[src/rtl/pw1g_pkg.sv]
// ----------------------------------------------------------------------------
// pw1g_pkg
// Types and constants shared by the 1 GiB page walker modules.
// ----------------------------------------------------------------------------
package pw1g_pkg;

	localparam int unsigned VA_W    = 48;
	localparam int unsigned PA_W    = 52;
	localparam int unsigned ENTRY_W = 64;
	localparam int unsigned BASE_W  = 40;

	// Input item kinds.
	localparam logic KIND_TRANSLATE = 1'b0;
	localparam logic KIND_ENTRY     = 1'b1;

	// Result item kinds.
	localparam logic RK_REQUEST = 1'b0;
	localparam logic RK_DONE    = 1'b1;

	// Entry bit positions.
	localparam int unsigned ENT_PRESENT = 0;
	localparam int unsigned ENT_PS      = 7;

	typedef enum logic [1:0] {
		PHASE_IDLE  = 2'd0,
		PHASE_PML4E = 2'd1,
		PHASE_PDPTE = 2'd2
	} phase_t;

	typedef enum logic [2:0] {
		ST_OK           = 3'd0,
		ST_PML4E_ABSENT = 3'd1,
		ST_PDPTE_ABSENT = 3'd2,
		ST_NOT_1G       = 3'd3,
		ST_UNEXPECTED   = 3'd4
	} status_t;

	typedef struct packed {
		logic            result_kind;
		logic [PA_W-1:0] address;
		status_t         status;
		logic            identity_match;
	} walk_result_t;

	typedef struct packed {
		phase_t          phase;
		logic            save_vaddr;
		logic [VA_W-1:0] vaddr;
	} walk_next_t;

endpackage

[src/rtl/pw1g_step.sv]
// ----------------------------------------------------------------------------
// pw1g_step
// Evaluates one item against the walk state: builds the result item and
// the next walk state.
// ----------------------------------------------------------------------------
module pw1g_step import pw1g_pkg::*; (
	input  logic               kind,
	input  logic [VA_W-1:0]    vaddr,
	input  logic [ENTRY_W-1:0] entry,
	input  phase_t             phase,
	input  logic [VA_W-1:0]    saved_vaddr,
	input  logic [BASE_W-1:0]  page_table_base,
	output walk_result_t       result,
	output walk_next_t         next
);

	logic            busy;
	logic [PA_W-1:0] pa;

	assign busy = (phase == PHASE_PML4E) || (phase == PHASE_PDPTE);
	assign pa   = {entry[51:30], saved_vaddr[29:0]};

	// Decode the item; anything out of order finishes as unexpected.
	always_comb begin
		result.result_kind    = RK_DONE;
		result.address        = '0;
		result.status         = ST_UNEXPECTED;
		result.identity_match = 1'b0;
		next.phase            = phase;
		next.save_vaddr       = 1'b0;
		next.vaddr            = vaddr;

		if (kind == KIND_TRANSLATE) begin
			if (!busy) begin
				result.result_kind = RK_REQUEST;
				result.address     = {page_table_base, vaddr[47:39], 3'b000};
				result.status      = ST_OK;
				next.phase         = PHASE_PML4E;
				next.save_vaddr    = 1'b1;
			end
		end else begin
			unique case (phase)
				PHASE_PML4E: begin
					if (!entry[ENT_PRESENT]) begin
						result.status = ST_PML4E_ABSENT;
						next.phase    = PHASE_IDLE;
					end else begin
						result.result_kind = RK_REQUEST;
						result.address     = {entry[51:12], saved_vaddr[38:30], 3'b000};
						result.status      = ST_OK;
						next.phase         = PHASE_PDPTE;
					end
				end
				PHASE_PDPTE: begin
					next.phase = PHASE_IDLE;
					if (!entry[ENT_PRESENT]) begin
						result.status = ST_PDPTE_ABSENT;
					end else if (!entry[ENT_PS]) begin
						result.status = ST_NOT_1G;
					end else begin
						result.address        = pa;
						result.status         = ST_OK;
						result.identity_match = (pa == {{(PA_W-VA_W){1'b0}}, saved_vaddr});
					end
				end
				default: begin
					next.phase = PHASE_IDLE;
				end
			endcase
		end
	end

endmodule

[src/rtl/page_walk_1g_translate.sv]
// ----------------------------------------------------------------------------
// page_walk_1g_translate
// Two-level walker for 1 GiB pages that turns table reads into a
// request/response exchange on one item channel.
// ----------------------------------------------------------------------------
// Each input item produces exactly one result item via the input and result
// registers. The block takes one item every cycle while the output is not
// stalled: an input register feeds a single pass of slicing and present/page-
// size checks into a result register, and the walk phase and saved virtual
// address update as each item moves into the result register, so the next
// item already sees them. page_table_base is written through the config
// port, which is always ready, and is meant to change only while idle.
// ----------------------------------------------------------------------------
module page_walk_1g_translate import pw1g_pkg::*; (
	input  logic               clk,
	input  logic               arst_n,
	// Configuration write channel.
	input  logic               cfg_valid,
	output logic               cfg_ready,
	input  logic [BASE_W-1:0]  cfg_data,
	// Input item channel.
	input  logic               in_valid,
	output logic               in_stall,
	input  logic               kind,
	input  logic [VA_W-1:0]    vaddr,
	input  logic [ENTRY_W-1:0] entry,
	// Result item channel.
	output logic               out_valid,
	input  logic               out_stall,
	output logic               result_kind,
	output logic [PA_W-1:0]    address,
	output logic [2:0]         status,
	output logic               identity_match
);

	logic               valid_s1;
	logic               kind_s1;
	logic [VA_W-1:0]    vaddr_s1;
	logic [ENTRY_W-1:0] entry_s1;

	logic               out_valid_q;
	walk_result_t       result_q;

	phase_t             phase_q;
	logic [VA_W-1:0]    saved_vaddr_q;
	logic [BASE_W-1:0]  base_q;

	logic               out_free;
	logic               advance;
	logic               in_take;
	walk_result_t       result;
	walk_next_t         next;

	// Handshake: the result register frees when empty or being taken.
	assign out_free  = !out_valid_q || !out_stall;
	assign advance   = valid_s1 && out_free;
	assign in_stall  = valid_s1 && !out_free;
	assign in_take   = in_valid && !in_stall;
	assign cfg_ready = 1'b1;

	// Configuration register.
	always_ff @(posedge clk or negedge arst_n) begin
		if (!arst_n) begin
			base_q <= '0;
		end else if (cfg_valid && cfg_ready) begin
			base_q <= cfg_data;
		end
	end

	// Input register.
	always_ff @(posedge clk or negedge arst_n) begin
		if (!arst_n) begin
			valid_s1 <= 1'b0;
		end else if (in_take) begin
			valid_s1 <= 1'b1;
		end else if (advance) begin
			valid_s1 <= 1'b0;
		end
	end

	always_ff @(posedge clk) begin
		if (in_take) begin
			kind_s1  <= kind;
			vaddr_s1 <= vaddr;
			entry_s1 <= entry;
		end
	end

	pw1g_step u_step (
		.kind            (kind_s1),
		.vaddr           (vaddr_s1),
		.entry           (entry_s1),
		.phase           (phase_q),
		.saved_vaddr     (saved_vaddr_q),
		.page_table_base (base_q),
		.result          (result),
		.next            (next)
	);

	// Walk state follows each item as it leaves the input register.
	always_ff @(posedge clk or negedge arst_n) begin
		if (!arst_n) begin
			phase_q       <= PHASE_IDLE;
			saved_vaddr_q <= '0;
		end else if (advance) begin
			phase_q <= next.phase;
			if (next.save_vaddr) begin
				saved_vaddr_q <= next.vaddr;
			end
		end
	end

	// Result register.
	always_ff @(posedge clk or negedge arst_n) begin
		if (!arst_n) begin
			out_valid_q <= 1'b0;
		end else if (out_free) begin
			out_valid_q <= valid_s1;
		end
	end

	always_ff @(posedge clk) begin
		if (advance) begin
			result_q <= result;
		end
	end

	assign out_valid      = out_valid_q;
	assign result_kind    = result_q.result_kind;
	assign address        = result_q.address;
	assign status         = result_q.status;
	assign identity_match = result_q.identity_match;

endmodule

[config.mk]
export PLATFORM = sky130hd
export DESIGN_NAME = page_walk_1g_translate
export DESIGN_NICKNAME = d
export VERILOG_FILES = /design/src/rtl/pw1g_pkg.sv /design/src/rtl/pw1g_step.sv /design/src/rtl/page_walk_1g_translate.sv
export SDC_FILE = /design/constraint.sdc
export NUM_CORES = 1
export LEC_CHECK = 0
export BUFFER_PORTS_ARGS = -buffer_cell sky130_fd_sc_hd__clkbuf_2
export CAP_MARGIN = 0
export CORE_MARGIN = 5
export CORE_UTILIZATION = 57
export DETAILED_ROUTE_END_ITERATION = 16
export HOLD_SLACK_MARGIN = 0.05
export PLACE_DENSITY = 0.84
export SYNTH_ARGS = -nofsm -noshare
export SYNTH_HDL_FRONTEND = slang
export SYNTH_SLANG_ARGS = --single-unit
[constraint.sdc]
create_clock -name clk -period 4.8 [get_ports clk]
set_clock_uncertainty 0.1 [all_clocks]
set_input_delay 0.96 -clock clk [delete_from_list [all_inputs] [get_ports clk]]
set_output_delay 0.96 -clock clk [all_outputs]
set_load 0.1 [all_outputs]
==> impl_metrics.env <==
export IMPL_cts_max_level=1
export IMPL_fp_row_count=46
export IMPL_drt_pass1_iterations=5
export IMPL_p_per_area_nw_per_um2=557
export IMPL_switching_share=0.322
export IMPL_worstSetupPathType="flop to flop"
export IMPL_track_usage=0.216
export IMPL_numCtsBuffers=24
export IMPL_critPathArrivalTime_ns=3.36
export IMPL_synth_warnings=0
export IMPL_core_area_um2=15800
export IMPL_drt_iter0_markers=453
export IMPL_port_buffers=194
export IMPL_finalSetupViolations=0
export IMPL_power_share_sequential=0.463
export IMPL_routed_wirelength_mm=20.0
export IMPL_slew_viol_final=0
export IMPL_grt_pass1_vias=5723
export IMPL_ios=218
export IMPL_wl_per_cell_um=20.5
export IMPL_synthToLayoutAreaGrowth_pct=21.1
export IMPL_cts_root_buf="clkbuf_16"
export IMPL_max_stage_delay_ns=0.53
export IMPL_post_place_ws_ns=1.75
export IMPL_power_switching_mw=1.98
export IMPL_grt_max_degree=78
export IMPL_clk_pin_slew_ns=0.06
export IMPL_seq_area_frac_synth=0.741
export IMPL_slowest_stage="nand2_2"
export IMPL_overflow=0
export IMPL_layout_min_cycle_time_ns=3.08
export IMPL_crit_family="buffers and inverters"
export IMPL_p_leak_nw=4.64
export IMPL_grt_pass1_wl_mm=30.9
export IMPL_fillers=1086
export IMPL_diodes=0
export IMPL_cp_depth=5
export IMPL_clk_latency_ns=0.50
export IMPL_cts_hold_buffers=0
export IMPL_synthesis_area_um2=9110
export IMPL_die_height_um=136
export IMPL_path_max_fanout=27
export IMPL_vias=5347
export IMPL_cp_required_ns=5.09
export IMPL_status="finished, final reports clean"
export IMPL_cts_resized=0
export IMPL_ant_nets=0
export IMPL_clockPowerShare=0.291
export IMPL_fin_nets=908
export IMPL_finalHoldViolCount=0
export IMPL_layout_commonest_cell="clkbuf_2"
export IMPL_postSynthAreaPerCell_um2=16.7
export IMPL_start_util=0.578
export IMPL_cp_start_kind="flop"
export IMPL_finalCritPeriodShare=0.642
export IMPL_viasPerCell=5.46
export IMPL_rr_worst_depth=5
export IMPL_syn_inst=545
export IMPL_cts_setup_buffers=0
export IMPL_path_cells="inv_1 -> ha_1 -> nand2_2 -> buf_4 -> mux2_2"
export IMPL_layout_drive_gt1_share=0.438
export IMPL_fp_dieW_um=136
export IMPL_die_area_um2=18600
export IMPL_end_kind="flop"
export IMPL_worst_pin_slew_ns=1.16
export IMPL_min_path_type="input port to asynchronous set/reset pin"
export IMPL_dp_hpwl_mm=13.6
export IMPL_setup_tns_final_ns=0
export IMPL_maxCapViolCount=0
export IMPL_cts_buffer_depth=3
export IMPL_fmax_mhz=325
export IMPL_drc=0
export IMPL_place_congestion=0.799
export IMPL_p_comb_frac=0.246
export IMPL_cts_sinks=240
export IMPL_cp_num_buf_inv=2
export IMPL_synth_distinct_cells=34
export IMPL_internal_power_mw=4.16
export IMPL_slew_headroom=0.225
export IMPL_ir_drop_mv=0.343
export IMPL_final_cell_mix="193 x clkbuf_2, 148 x edfxtp_1, 92 x dfrtp_1"
export IMPL_setup_slack_ns=1.72
export IMPL_grt_antenna_before_repair=0
export IMPL_rsz0062_at_grt="false"
export IMPL_cts_tree="done"
export IMPL_yosys_register_bits=240
export IMPL_syn_nets=707
## cell usage after synthesis
library cell / n / area [um2]
nand2_2: 1 / 6.26
xnor2_1: 1 / 8.76
nand2b_1: 2 / 12.5
nor4_1: 5 / 31.3
nor3b_2: 1 / 12.5
or2b_1: 1 / 7.51
a22oi_1: 49 / 368
nor2_1: 24 / 90.1
nand4_1: 2 / 12.5
mux2i_1: 1 / 10.0
nor3_1: 1 / 5.00
buf_6: 3 / 33.8
nor2b_1: 1 / 6.26
buf_2: 16 / 80.1
nand3_1: 1 / 5.00
buf_4: 2 / 15.0
nand3b_1: 1 / 7.51
dfrtp_1: 92 / 2300
mux2_2: 69 / 777
and2_4: 1 / 8.76
mux2_4: 20 / 300
a21oi_1: 4 / 20.0
nand2_1: 31 / 116
clkbuf_1: 6 / 22.5
inv_1: 5 / 18.8
ha_1: 4 / 50.1
conb_1: 1 / 3.75
nor2_2: 1 / 6.26
xor2_1: 17 / 149
o21ai_0: 27 / 135
and2_1: 2 / 12.5
and3_1: 4 / 25.0
edfxtp_1: 148 / 4440
buf_1: 1 / 3.75
## per-layer routing
metal / global-route usage / vias to the layer above / share of wire / routed length (um)
met5: 0 / - / 0 / 0
met4: 0.0717 / 0 / 0.025 / 501
met3: 0.0352 / 37 / 0.061 / 1230
met2: 0.374 / 192 / 0.52 / 10500
met1: 0.282 / 2695 / 0.39 / 7790
li1: - / 2423 / - / -
## through the flow
| stage | instance area [um2] | instances | power (mW) | util | hold slack [ns] |
|---|---|---|---|---|---|
| finish | 11000 | 979 | 6.14 | 0.699 | 0.364 |
| global route | 11000 | 979 | 6.38 | 0.699 | 0.387 |
| CTS | 11000 | 979 | 6.17 | 0.699 | 0.371 |
| detailed placement | 10300 | 936 | 4.39 | 0.651 | 0.366 |
| global placement | 10300 | 936 | 4.31 | 0.651 | 0.359 |
| floorplan | 9110 | 545 | 4.01 | - | 0.355 |
## area by class of cell
| cell class | instances | area, um2 | area share |
|---|---|---|---|
| inverter | 5 | 18.8 | 0.00170 |
| clock buffer | 31 | 678 | 0.0615 |
| sequential | 240 | 6750 | 0.612 |
| multi-input combinational | 272 | 2190 | 0.199 |
| tap | 216 | 270 | 0.0245 |
| clock inverter | 12 | 81.3 | 0.00738 |
| timing repair buffer | 203 | 1040 | 0.0944 |
## power by group through the flow
stage | sequential, mW | clock (mW) | combinational, mW
after CTS | 2.84 | 1.81 | 1.51
after floorplan | 3.34 | 0 | 0.672
final | 2.84 | 1.79 | 1.51
after global placement | 2.85 | 0 | 1.46
after global routing | 2.88 | 1.90 | 1.60
after detailed placement | 2.88 | 0 | 1.50
## flip-flops by register name, indices dropped and copies added (netlist names), 2 cells and up
name and count:
base_q 40, phase_q 2, saved_vaddr_q 48, address 52, status 3, entry_s1 42
vaddr_s1 48
## logic make-up (layout without fill, tap and decap cells)
logic type	after synthesis	count (layout)	share of synthesized area
adders and majority gates	4	4	0.00550
other	1	1	0.000412
muxes	90	90	0.119
buffers and inverters	33	251	0.0191
xor gates and xnor gates	18	18	0.0173
AOI/OAI and AO/OA	80	80	0.0574
DFF	240	240	0.741
and+or+nand+nor	79	79	0.0401
## final timing paths
check	from	slack, ns	endpoint
worst max register to register	kind_s1$_DFFE_PP_	1.72	saved_vaddr_q[23]$_DFFE_PN0P_
worst max-delay path	kind_s1$_DFFE_PP_	1.72	saved_vaddr_q[23]$_DFFE_PN0P_
worst min-delay path	arst_n	0.36	valid_s1$_DFFE_PN0P_
max in group asynchronous	arst_n	3.11	base_q[38]$_DFFE_PN0P_
min in group clk	vaddr_s1[30]$_DFFE_PP_	0.37	saved_vaddr_q[30]$_DFFE_PN0P_
worst min register to register	vaddr_s1[30]$_DFFE_PP_	0.37	saved_vaddr_q[30]$_DFFE_PN0P_
## worst reg2reg max path: stages (launching register included)
cell,delay [ns]
edfxtp_1,0.52
inv_1,0.46
ha_1,0.43
nand2_2,0.53
buf_4,0.50
mux2_2,0.43
Power figures use the tool's default switching activity.
